### config.mk
export PLATFORM = sky130hd
export DESIGN_NAME = columnar_transposition_cipher
export DESIGN_NICKNAME = d
export VERILOG_FILES = /design/src/hdl/cpt_pkg.sv /design/src/hdl/cpt_ram.sv /design/src/hdl/columnar_transposition_cipher.sv
export VERILOG_INCLUDE_DIRS = /design/src /design/src/hdl
export SDC_FILE = /design/constraint.sdc
export NUM_CORES = 1
export LEC_CHECK = 0
export ABC_CLOCK_PERIOD_IN_PS = 4450
export BUFFER_PORTS_ARGS = -buffer_cell sky130_fd_sc_hd__buf_4
export CELL_PAD_IN_SITES_DETAIL_PLACEMENT = 1
export CELL_PAD_IN_SITES_GLOBAL_PLACEMENT = 2
export CORE_MARGIN = 3
export CORE_UTILIZATION = 36
export DETAILED_ROUTE_END_ITERATION = 10
export GPL_ROUTABILITY_DRIVEN = 0
export PLACE_DENSITY_LB_ADDON = 0.3
export SYNTH_ARGS = -nofsm -noshare
export SYNTH_HDL_FRONTEND = slang
export SYNTH_SLANG_ARGS = --single-unit
### constraint.sdc
create_clock -name clk -period 4.45 [get_ports clk]
set_input_delay 0.89 -clock clk [delete_from_list [all_inputs] [get_ports clk]]
set_output_delay 0.89 -clock clk [all_outputs]
set_load 0.05 [all_outputs]
### src/hdl/columnar_transposition_cipher_assert.svh
// Assertion macros shared by the cipher RTL
`ifndef COLUMNAR_TRANSPOSITION_CIPHER_ASSERT_SVH
`define COLUMNAR_TRANSPOSITION_CIPHER_ASSERT_SVH
`ifndef SYNTHESIS
`define CPT_ASSERT(label, clk, rst_n, prop, msg) \
    label: assert property (@(posedge clk) disable iff (!rst_n) prop) else $error(msg);
`define CPT_NEVER(label, clk, rst_n, cond, msg) \
    `CPT_ASSERT(label, clk, rst_n, !(cond), msg)
`else
`define CPT_ASSERT(label, clk, rst_n, prop, msg)
`define CPT_NEVER(label, clk, rst_n, cond, msg)
`endif
`endif

### src/hdl/cpt_pkg.sv
// Constants and register codes for the columnar transposition cipher
package cpt_pkg;

    localparam int CAPACITY_DEF = 64;
    localparam int MAX_KEY_DEF  = 8;

    localparam int CFG_W     = 64;
    localparam int CFG_IDX_W = 2;
    localparam int KLEN_W    = 4;

    localparam logic [7:0] PAD_CHAR = 8'h58;

    localparam logic MODE_ENC = 1'b0;
    localparam logic MODE_DEC = 1'b1;

    typedef enum logic [CFG_IDX_W-1:0] {
        REG_KEY_CHARS,
        REG_KEY_LENGTH,
        REG_MODE
    } cfg_reg_t;

endpackage

### src/hdl/cpt_ram.sv
// Generic single-port-write, single-port-read RAM with registered read
module cpt_ram #(
    parameter int WIDTH = 8,
    parameter int DEPTH = 64
) (
    input  logic                     clk,
    input  logic                     we,
    input  logic [$clog2(DEPTH)-1:0] waddr,
    input  logic [WIDTH-1:0]         wdata,
    input  logic [$clog2(DEPTH)-1:0] raddr,
    output logic [WIDTH-1:0]         rdata
);

    logic [WIDTH-1:0] mem [DEPTH];
    logic [WIDTH-1:0] rdata_reg;

    always_ff @(posedge clk)
    begin
        if (we)
        begin
            mem[waddr] <= wdata;
        end
        rdata_reg <= mem[raddr];
    end

    assign rdata = rdata_reg;

endmodule

### src/hdl/columnar_transposition_cipher.sv
// Top level of the columnar transposition cipher
`include "columnar_transposition_cipher_assert.svh"
// Usage:
//   Configure key_chars, key_length and mode through wr_en / wr_index / wr_data
//   while busy is low. Present message bytes on data_byte with start; an item
//   is taken at a clock edge where start is high and busy is low. Bytes load
//   at one per cycle into a CAPACITY-entry buffer; the item with last set
//   starts the burst and raises busy.
//   Burst: first the length is settled, then the key sort on a single
//   byte comparator, one load per pass and one compare per cycle. Decrypt
//   then inverts the order and counts whole rows. Each result first issues
//   the buffer read address, then formats the byte, since the buffer has a
//   single registered read port.
//   Results appear on out_byte / out_last / truncated with valid high for
//   one cycle each; the receiver cannot stall. busy falls as the final
//   result (out_last) is shown, so the next message may start then.
//   A decrypt with less than one whole row gives no results.
//   Reset clears the registers to key 0, key length 1, encrypt, and empties
//   the buffer count; buffer contents are not cleared.
module columnar_transposition_cipher #(
    parameter int CAPACITY = cpt_pkg::CAPACITY_DEF,
    parameter int MAX_KEY  = cpt_pkg::MAX_KEY_DEF
) (
    input  logic                           clk,
    input  logic                           rst_n,
    input  logic                           wr_en,
    input  logic [cpt_pkg::CFG_IDX_W-1:0]  wr_index,
    input  logic [cpt_pkg::CFG_W-1:0]      wr_data,
    input  logic                           start,
    output logic                           busy,
    input  logic [7:0]                     data_byte,
    input  logic                           last,
    output logic                           valid,
    output logic [7:0]                     out_byte,
    output logic                           out_last,
    output logic                           truncated
);

    import cpt_pkg::*;

    localparam int AW    = $clog2(CAPACITY);
    localparam int CNT_W = $clog2(CAPACITY + 1);
    localparam int IDX_W = $clog2(MAX_KEY);
    localparam int KL_W  = $clog2(MAX_KEY + 1);
    localparam int IW    = $clog2(CAPACITY + MAX_KEY);
    localparam int PW    = IDX_W + CNT_W;

    typedef enum logic [2:0] {
        S_IDLE,
        S_INIT,
        S_SLOAD,
        S_SCMP,
        S_INV,
        S_ROWS,
        S_ADDR,
        S_OUT
    } state_t;

    state_t            state_reg;
    logic [CFG_W-1:0]  key_reg;
    logic [KLEN_W-1:0] klen_reg;
    logic              mode_reg;
    logic [CNT_W-1:0]  cnt_reg;
    logic              ovf_reg;
    logic [CNT_W-1:0]  n_reg;
    logic [IDX_W-1:0]  order_reg [MAX_KEY];
    logic [IDX_W-1:0]  inv_reg [MAX_KEY];
    logic [IDX_W-1:0]  i_reg;
    logic [IDX_W-1:0]  j_reg;
    logic [IDX_W-1:0]  cur_reg;
    logic [IDX_W-1:0]  c_reg;
    logic [CNT_W-1:0]  r_reg;
    logic [CNT_W-1:0]  rb_reg;
    logic [CNT_W-1:0]  rows_reg;
    logic              pad_reg;
    logic              lastp_reg;
    logic              valid_reg;
    logic [7:0]        out_byte_reg;
    logic              out_last_reg;
    logic              trunc_reg;

    logic [KL_W-1:0]   kl;
    logic [IDX_W-1:0]  klm1;
    logic [CNT_W-1:0]  use_tab [MAX_KEY];
    logic [CNT_W-1:0]  usable;
    logic              accept;
    logic              store;
    logic [IDX_W-1:0]  rd_sel;
    logic [IDX_W-1:0]  ord_rd;
    logic [7:0]        key_a;
    logic [7:0]        key_b;
    logic              swap;
    logic [IDX_W-1:0]  cur_n;
    logic [IW-1:0]     rb_plus;
    logic [IW-1:0]     enc_idx;
    logic              enc_pad;
    logic              enc_more;
    logic [PW-1:0]     dec_addr;
    logic [AW-1:0]     raddr;
    logic [7:0]        rdata;

    // Clamp key length into 1..MAX_KEY
    always_comb
    begin
        if (klen_reg == '0)
        begin
            kl = KL_W'(1);
        end
        else if (klen_reg > KLEN_W'(MAX_KEY))
        begin
            kl = KL_W'(MAX_KEY);
        end
        else
        begin
            kl = KL_W'(klen_reg);
        end
    end

    assign klm1 = IDX_W'(kl - KL_W'(1));

    // Usable buffer size: whole rows only
    for (genvar g = 0; g < MAX_KEY; g++)
    begin : g_usable
        localparam int USABLE = (CAPACITY / (g + 1)) * (g + 1);
        assign use_tab[g] = CNT_W'(USABLE);
    end

    assign usable = use_tab[klm1];
    assign busy   = (state_reg != S_IDLE);
    assign accept = start && !busy;
    assign store  = accept && (cnt_reg < usable);

    // Single read port on the column order
    always_comb
    begin
        case (state_reg)
            S_SLOAD: rd_sel = i_reg;
            S_SCMP:  rd_sel = j_reg;
            default: rd_sel = c_reg;
        endcase
    end

    assign ord_rd = order_reg[rd_sel];

    // Shared byte comparator of the exchange sort
    assign key_a = key_reg[8*cur_reg +: 8];
    assign key_b = key_reg[8*ord_rd +: 8];
    assign swap  = key_a > key_b;
    assign cur_n = swap ? ord_rd : cur_reg;

    assign rb_plus  = IW'(rb_reg) + IW'(kl);
    assign enc_idx  = IW'(rb_reg) + IW'(ord_rd);
    assign enc_pad  = enc_idx >= IW'(n_reg);
    assign enc_more = rb_plus < IW'(n_reg);
    assign dec_addr = PW'(inv_reg[c_reg]) * PW'(rows_reg) + PW'(r_reg);
    assign raddr    = (mode_reg == MODE_DEC) ? dec_addr[AW-1:0] : enc_idx[AW-1:0];

    cpt_ram #(
        .WIDTH (8),
        .DEPTH (CAPACITY)
    ) u_buf (
        .clk   (clk),
        .we    (store),
        .waddr (cnt_reg[AW-1:0]),
        .wdata (data_byte),
        .raddr (raddr),
        .rdata (rdata)
    );

    always_ff @(posedge clk or negedge rst_n)
    begin
        if (!rst_n)
        begin
            state_reg    <= S_IDLE;
            key_reg      <= '0;
            klen_reg     <= KLEN_W'(1);
            mode_reg     <= MODE_ENC;
            cnt_reg      <= '0;
            ovf_reg      <= 1'b0;
            n_reg        <= '0;
            i_reg        <= '0;
            j_reg        <= '0;
            cur_reg      <= '0;
            c_reg        <= '0;
            r_reg        <= '0;
            rb_reg       <= '0;
            rows_reg     <= '0;
            pad_reg      <= 1'b0;
            lastp_reg    <= 1'b0;
            valid_reg    <= 1'b0;
            out_byte_reg <= '0;
            out_last_reg <= 1'b0;
            trunc_reg    <= 1'b0;
            for (int x = 0; x < MAX_KEY; x++)
            begin
                order_reg[x] <= '0;
                inv_reg[x]   <= '0;
            end
        end
        else
        begin
            valid_reg <= 1'b0;

            if (wr_en)
            begin
                case (wr_index)
                    REG_KEY_CHARS:  key_reg  <= wr_data;
                    REG_KEY_LENGTH: klen_reg <= wr_data[KLEN_W-1:0];
                    REG_MODE:       mode_reg <= wr_data[0];
                    default:        ;
                endcase
            end

            case (state_reg)
                S_IDLE:
                begin
                    if (accept)
                    begin
                        if (store)
                        begin
                            cnt_reg <= CNT_W'(cnt_reg + 1'b1);
                        end
                        else
                        begin
                            ovf_reg <= 1'b1;
                        end
                        if (last)
                        begin
                            state_reg <= S_INIT;
                        end
                    end
                end

                S_INIT:
                begin
                    // Cut back if the key shrank mid-message
                    if (cnt_reg > usable)
                    begin
                        n_reg   <= usable;
                        ovf_reg <= 1'b1;
                    end
                    else
                    begin
                        n_reg <= cnt_reg;
                    end
                    for (int x = 0; x < MAX_KEY; x++)
                    begin
                        order_reg[x] <= IDX_W'(x);
                    end
                    i_reg    <= '0;
                    c_reg    <= '0;
                    r_reg    <= '0;
                    rb_reg   <= '0;
                    rows_reg <= '0;
                    if (kl == KL_W'(1))
                    begin
                        state_reg <= (mode_reg == MODE_DEC) ? S_INV : S_ADDR;
                    end
                    else
                    begin
                        state_reg <= S_SLOAD;
                    end
                end

                S_SLOAD:
                begin
                    cur_reg   <= ord_rd;
                    j_reg     <= IDX_W'(i_reg + 1'b1);
                    state_reg <= S_SCMP;
                end

                S_SCMP:
                begin
                    cur_reg <= cur_n;
                    if (swap)
                    begin
                        order_reg[j_reg] <= cur_reg;
                    end
                    if (j_reg == klm1)
                    begin
                        order_reg[i_reg] <= cur_n;
                        if (i_reg == IDX_W'(klm1 - 1'b1))
                        begin
                            c_reg     <= '0;
                            state_reg <= (mode_reg == MODE_DEC) ? S_INV : S_ADDR;
                        end
                        else
                        begin
                            i_reg     <= IDX_W'(i_reg + 1'b1);
                            state_reg <= S_SLOAD;
                        end
                    end
                    else
                    begin
                        j_reg <= IDX_W'(j_reg + 1'b1);
                    end
                end

                S_INV:
                begin
                    inv_reg[ord_rd] <= c_reg;
                    if (c_reg == klm1)
                    begin
                        c_reg     <= '0;
                        state_reg <= S_ROWS;
                    end
                    else
                    begin
                        c_reg <= IDX_W'(c_reg + 1'b1);
                    end
                end

                S_ROWS:
                begin
                    // Count whole rows by repeated add of the key length
                    if (rb_plus <= IW'(n_reg))
                    begin
                        rb_reg   <= CNT_W'(rb_plus);
                        rows_reg <= CNT_W'(rows_reg + 1'b1);
                    end
                    else if (rows_reg == '0)
                    begin
                        cnt_reg   <= '0;
                        ovf_reg   <= 1'b0;
                        state_reg <= S_IDLE;
                    end
                    else
                    begin
                        c_reg     <= '0;
                        r_reg     <= '0;
                        state_reg <= S_ADDR;
                    end
                end

                S_ADDR:
                begin
                    pad_reg <= (mode_reg == MODE_ENC) && enc_pad;
                    if (mode_reg == MODE_DEC)
                    begin
                        lastp_reg <= (c_reg == klm1) &&
                                     (r_reg == CNT_W'(rows_reg - 1'b1));
                        if (c_reg == klm1)
                        begin
                            c_reg <= '0;
                            r_reg <= CNT_W'(r_reg + 1'b1);
                        end
                        else
                        begin
                            c_reg <= IDX_W'(c_reg + 1'b1);
                        end
                    end
                    else
                    begin
                        lastp_reg <= (c_reg == klm1) && !enc_more;
                        if (enc_more)
                        begin
                            rb_reg <= CNT_W'(rb_plus);
                        end
                        else
                        begin
                            rb_reg <= '0;
                            c_reg  <= IDX_W'(c_reg + 1'b1);
                        end
                    end
                    state_reg <= S_OUT;
                end

                S_OUT:
                begin
                    valid_reg    <= 1'b1;
                    out_byte_reg <= pad_reg ? PAD_CHAR : rdata;
                    out_last_reg <= lastp_reg;
                    trunc_reg    <= ovf_reg;
                    if (lastp_reg)
                    begin
                        cnt_reg   <= '0;
                        ovf_reg   <= 1'b0;
                        state_reg <= S_IDLE;
                    end
                    else
                    begin
                        state_reg <= S_ADDR;
                    end
                end

                default:
                begin
                    state_reg <= S_IDLE;
                end
            endcase
        end
    end

    assign valid     = valid_reg;
    assign out_byte  = out_byte_reg;
    assign out_last  = out_last_reg;
    assign truncated = trunc_reg;

    `CPT_ASSERT(a_valid_from_out, clk, rst_n, valid |-> $past(state_reg == S_OUT), "result without formatting step")
    `CPT_ASSERT(a_last_frees, clk, rst_n, (valid && out_last) |-> !busy, "busy after final result")
    `CPT_NEVER(a_cnt_range, clk, rst_n, cnt_reg > CNT_W'(CAPACITY), "byte count beyond capacity")
    `CPT_NEVER(a_sort_index, clk, rst_n, (state_reg == S_SCMP) && (j_reg <= i_reg), "sort compares a non-later column")

endmodule
==> flow_metrics.tcl, run 1 <==
set metrics [dict create \
    ys_ff_latch 701 \
    fin_ws_ns -0.1181 \
    setup_violations 29 \
    antenna_found_initial 0 \
    vias_per_cell 5.369 \
    hold_path.class "in2async" \
    ys_top_cells_by_area "edfxtp_1 48%, dfrtp_1 14%, mux4_2 11%" \
    finalSetupTns_ns -1.825 \
    die_h_um 303.6 \
    top_usage_layer "met2" \
    grt_pass1_wl_um 134400 \
    num-fill-cells 8569 \
    required_ns 4.98 \
    yosysTopAreaCell "edfxtp_1" \
    use_met2_pct 31.17 \
    tightest_slew_ns 0.9975 \
    arrival_ns 5.10 \
    die_area_um2 92150 \
    period_share_pct 102.7 \
    total_power_uw 29000 \
    grt_util_all_layers_pct 19.54 \
    tritoncts "built" \
    p_per_area_nw_per_um2 734.8 \
    ys_seq_area_share_pct 62.95 \
    clock_sink_count 701 \
    p_leak_uw 0.01519 \
    finalWirelength_um 89370 \
    slew_viol_final 0 \
    largest_reg_flops 512 \
    synth_most_common_cell "edfxtp_1" \
    h-tree-depth 3 \
    vias 19100 \
    ctsRootBufferMaster "clkbuf_16" \
    async_flop_share_pct 25.82 \
    numCtsBuffers 79 \
    synth_warnings 0 \
    grt_pass1_vias 20620 \
    clock_latency_ns 0.65 \
    synthCells 2010 \
    clockBufferDepth 3 \
    fin_util_pct 45.21 \
    synth_area_um2 31880 \
    cp_max_fo 9 \
    violations "setup timing" \
    core_um2 87290 \
    cts-hold-fix-buffers 0 \
    clock_skew_ns 0.03759 \
    end_kind "register" \
    ys_types 86 \
    synth-main-ff-cell "edfxtp_1" \
    drc_errors 0 \
    grtUsageMet1_pct 27.32 \
    grt_overflow_total 0 \
    irDropWorstVdd_mv 0.4415 \
    drtIter0Drc 1380 \
    ioPinCount 91 \
    min_period_ns 4.568 \
    grtUsageMet3_pct 4.281 \
    dp_hpwl_um 60070 \
    final_hold_viol_count 0 \
    die_w_um 303.6 \
    wl_per_cell_um 25.12 \
    relSlewSlack_pct 33.30 \
    drive_above_1_share_pct 36.29 \
    synth_fp_nets 2152 \
    timing.fmax_ghz 0.2189 \
    synth_top_area_share_pct 48.23 \
    rows 108 \
    grt_max_degree 96 \
    rsz0062_at_grt "yes" \
    final_nets 2485 \
    area_delta_synth_final_pct 23.81 \
    status "finished with violations" \
    start_util_pct 36.52 \
    clkTransAtPathRegs_ns 0.06 \
    synth_edf_count 512 \
    io_buffers 90 \
    final_antenna_net_count 0 \
    synth.avg_cell_area_um2 15.86 \
    synth_common_cells "512 x edfxtp_1, 180 x dfrtp_1, 159 x mux2i_1" \
    crit_path_start_kind "register" \
    crit_type "reg2reg" \
    drt-pass1-iter-count 5 \
    antennaDiodeCount 0 \
    cap_violations 0 \
]
-- metrics by stage --
step	cells	hold WS (ns)	setup WS [ns]	instance area (um2)
2_1_floorplan	2010	0.4311	-0.005529	31900
3_3_place_gp	3380	0.4653	-0.5114	35650
3_5_place_dp	3380	0.4834	-0.6449	35650
4_1_cts	3541	0.3678	-0.1554	38900
5_1_grt	3558	0.4201	-0.2712	39470
6_report	3558	0.3788	-0.1181	39470
-- final cells by class --
| class | instances | area, um2 | area share [%] |
|---|---|---|---|
| clock buffers | 102 | 2155 | 5.459 |
| multi-input cells | 1152 | 11880 | 30.10 |
| flip-flops and latches | 701 | 20070 | 50.85 |
| clock inverters | 39 | 442.9 | 1.122 |
| inverters | 43 | 177.7 | 0.4502 |
| well taps | 1155 | 1445 | 3.662 |
| repair buffers | 366 | 3298 | 8.357 |
-- final timing paths --
| kind | startpoint | endpoint | slack [ns] | cells after the start |
|---|---|---|---|---|
| max in group asynchronous | rst_n | key_reg[35] | 3.06 | 2 |
| min | rst_n | key_reg[40] | 0.38 | 1 |
| max reg2reg | state_reg[0] | u_buf.rdata[6] | -0.12 | 18 |
| max | state_reg[0] | u_buf.rdata[6] | -0.12 | 18 |
| min reg2reg | out_byte[7] | out_byte[7] | 0.49 | 2 |
| min in group clk | wr_data[33] | key_reg[33] | 0.47 | 2 |
-- cells by family (layout without fill, tap and decap cells) --
family,after synthesis,in the layout,share of synthesized area [%]
AOI/OAI and AO/OA,221,221,4.699
xor gates and xnor gates,43,43,1.315
adders and majority gates,63,63,2.685
buffers and inverters,157,550,2.092
DFF,701,701,62.95
muxes,431,431,20.31
and+or+nand+nor,394,394,5.947
-- cells in the final DEF, fill, tap and decap left out, drive strengths merged, types with 21 or more instances in the layout --
| master | count |
|---|---|
| nor2 | 149 |
| nor2b | 21 |
| a21oi | 54 |
| mux2 | 114 |
| buf | 363 |
| clkbuf | 104 |
| o21ai | 43 |
| edfxtp | 512 |
| mux2i | 163 |
| mux4 | 154 |
| nand2 | 109 |
| ha | 54 |
| dfrtp | 180 |
| xnor2 | 21 |
| inv | 45 |
| clkinv | 26 |
-- power breakdown --
part           switching (uW)  internal (uW)  total (uW)
Sequential                465           7490        7950
Combinational            7500           7050       14500
Clock                    2700           3800        6500
-- per-layer routing --
metal  share of wire (%)  up-vias
met2                  48      413
met3                 5.4      113
met1                  45    10130
met4                 2.1        0
met5                   0        -
li1                    -     8445
-- worst max-delay path: stages, from the launching register on --
cell and delay [ns]:
dfrtp_1 0.41, buf_6 0.14, mux2_4 0.28, mux2_4 0.34
mux4_2 0.50, mux2i_4 0.19, buf_6 0.14, clkinvlp_4 0.13
fa_2 0.47, mux2i_4 0.18, buf_12 0.19, buf_12 0.17
mux4_2 0.36, nor2b_1 0.17, a211oi_2 0.24, a21oi_1 0.07
mux2i_1 0.24, buf_4 0.15, mux2i_1 0.06
-- timing repair --
| item | 4_1_cts | 5_1_grt |
|---|---|---|
| resized for setup | 99 | 81 |
| cloned | 3 | 1 |
| endpoints found under the setup margin | 36 | 434 |
| pin swaps | 29 | 48 |
| buffers inserted | 17 | 19 |
Note: power is estimated with default switching activity, not from simulation.
==> run 2, diff against run 1 <==
Settings changed: ABC_AREA from default to 1, MAX_ROUTING_LAYER from default to met4.
==> run 2 against run 1 <==
Compared with the run above: the run now ends clean; utilization is 1.5 points lower; combinational power increased by 23%; wire length grew 27%; synthesized cell count up 68%; sequential share of layout area fell by 0.31 points; critical endpoint is now u_buf.rdata[2].
==> flow_metrics.tcl, run 2 <==
set metrics [dict create \
    h-tree-depth 3 \
    r2r_slack_ns 0.17 \
    synth_most_common_cell "nand2_1" \
    numCtsBuffers 82 \
    finalWirelength_um 113400 \
    drtIter0Drc 2130 \
    routedLengthMet1_um 50200 \
    antennaDiodeCount 0 \
    total_power_uw 32500 \
    ys_seq_area_share_pct 60.21 \
    yosysTopAreaCell "edfxtp_1" \
    die_h_um 310.3 \
    status "finished, final reports clean" \
    grt_util_all_layers_pct 23.80 \
    clockBufferDepth 3 \
    grt_pass1_wl_um 168200 \
    p_leak_uw 0.01602 \
    finalSetupTns_ns 0 \
    r2r_start "state_reg[2]" \
    die_area_um2 96260 \
    ioPinCount 91 \
    grt_pass1_vias 26830 \
    ys_ff_latch 701 \
    io_buffers 90 \
    clock_latency_ns 0.68 \
    num-fill-cells 10110 \
    vias 25970 \
    end_kind "register" \
    dr_wl_met2_um 55620 \
    synth_common_cells "682 x nand2_1, 512 x edfxtp_1, 437 x nor2_1" \
    reg2reg_to "u_buf.rdata[2]" \
    relSlewSlack_pct 29.29 \
    rows 110 \
    arrival_ns 4.89 \
    final_antenna_net_count 0 \
    wl_met3_um 4069 \
    final_cell_mix "676 x nand2_1, 512 x edfxtp_1, 432 x nor2_1, 333 x o21ai_0, 306 x nand3_1" \
    synth_edf_count 512 \
    required_ns 5.06 \
    final_nets 3730 \
    clkTransAtPathRegs_ns 0.06 \
    synth_area_um2 33330 \
    synth_fp_nets 3526 \
    fin_hold_ws_ns 0.2481 \
    wl_per_cell_um 23.45 \
    setup_violations 0 \
    crit_path_start_kind "register" \
    start_util_pct 36.69 \
    grt_overflow_total 0 \
    synth.avg_cell_area_um2 9.848 \
    post-place-ws_ns -0.2575 \
    period_share_pct 96.11 \
    irDropWorstVdd_mv 0.5536 \
    clock_sink_count 701 \
    clock_skew_ns 0.06483 \
    layout_commonest_cell "nand2_1" \
    crit_type "reg2reg" \
    synth_top_area_share_pct 46.13 \
    grt_max_degree 76 \
    timing.fmax_ghz 0.2338 \
    p_per_area_nw_per_um2 818.4 \
    tightest_slew_ns 1.058 \
    synth-main-ff-cell "edfxtp_1" \
    ys_types 52 \
    die_w_um 310.3 \
    fin_ws_ns 0.1732 \
    cap_violations 0 \
    routed.top_layer "met4" \
    dp_hpwl_um 74560 \
    ys_top_cells_by_area "edfxtp_1 46%, dfrtp_1 14%, nand2_1 7.7%" \
    final_hold_viol_count 0 \
    rr_worst_depth 23 \
    min_period_ns 4.277 \
    synthCells 3384 \
    cp_max_fo 12 \
    post-place-cells 4645 \
    drc_errors 0 \
    tritoncts "built" \
    hold_path.class "in2async" \
    synth_warnings 0 \
    antenna_found_initial 1 \
    core_um2 90840 \
    layout.cells.non_filler 4834 \
    area_delta_synth_final_pct 19.16 \
    startpoint "state_reg[2]" \
    vias_per_cell 5.373 \
    ctsRootBufferMaster "clkbuf_16" \
    drt-pass1-iter-count 5 \
    slew_viol_final 0 \
    drive_above_1_share_pct 15.99 \
    async_flop_share_pct 25.82 \
    largest_reg_flops 512 \
    critPathCapture "u_buf.rdata[2]" \
]
run 2: cell count changes after synthesis, moves of 28 or more:
cell,previous run,this run
nand2_1,107,682
nand3_1,19,319
nor2_1,142,437
o21ai_0,43,337
inv_1,39,223
mux2i_1,159,2
mux4_2,152,0
o21ai_1,0,54
a21oi_1,53,92
mux2_2,93,60
buf_2,18,46
run 2: worst min-delay path by stage:
stage,startpoint,endpoint
floorplan,u_buf.rdata[0],out_byte[0]
global placement,out_byte[2],out_byte[2]
detailed placement,out_byte[5],out_byte[5]
CTS,rst_n,r_reg[1]
global route,rst_n,valid
finish,rst_n,r_reg[1]
run 2: layout make-up:
type	instances	area [um2]	area share (%)
inverters	230	883.3	2.225
well taps	1176	1471	3.705
flip-flops and latches	701	20070	50.54
repair buffers	290	2605	6.560
clock buffers	105	2220	5.590
clock inverters	49	476.7	1.200
repair inverters	1	5.005	0.01260
multi-input cells	2282	11980	30.17
run 2: where the power goes:
part           internal, uW  leakage (uW)  switching (uW)
Sequential             7530       0.00695             488
Combinational          5520       0.00775           12300
Clock                  3820       0.00132            2880
Total                 16900        0.0160           15600
run 2: logic make-up after synthesis:
kind of cell	count (synthesis)	share of synthesized area, %
xor+xnor	42	1.104
mux	62	2.087
fa+ha+maj	63	2.568
simple gates	1530	19.73
compound gates	583	9.480
flops	701	60.21
buf+inv	403	4.821
run 2: worst max-delay path, stage by stage (launching register included):
cell       delay [ns]
dfrtp_2          0.47
nor2_4           0.22
nand2_8          0.14
nand2_4          0.14
nor2_4           0.06
nor2_4           0.18
nand3_1          0.18
nand3_4          0.16
nand2_4          0.12
ha_1             0.23
fa_1             0.50
inv_1            0.13
o21ai_4          0.08
buf_12           0.15
inv_8            0.13
clkbuf_16        0.21
o21ai_0          0.09
o21ai_0          0.48
nand2_1          0.12
nand3_1          0.13
nand3_1          0.08
nand2_1          0.07
nand3_1          0.08
nand2_1          0.09
run 2: metal layers:
metal,up-vias,global-route usage [%]
li1,12050,-
met1,13150,31.05
met2,601,39.38
met3,172,2.648
met4,0,6.897
met5,-,-
run 2: metrics by stage:
| stage | util (%) | instance area, um2 |
|---|---|---|
| finish | 43.71 | 39710 |
| CTS | 43.04 | 39100 |
| detailed placement | 39.94 | 36280 |
| global placement | 39.94 | 36280 |
| floorplan | - | 33330 |
| global route | 43.71 | 39710 |
run 2: timing repair:
item | 4_1_cts | 5_1_grt
gates cloned | 1 | 10
setup endpoints to repair | 8 | 287
endpoints found under the hold margin | 0 | 0
resized for setup | 11 | 67
hold buffers | 0 | 0
pin swaps | 1 | 16
setup buffers | 2 | 22
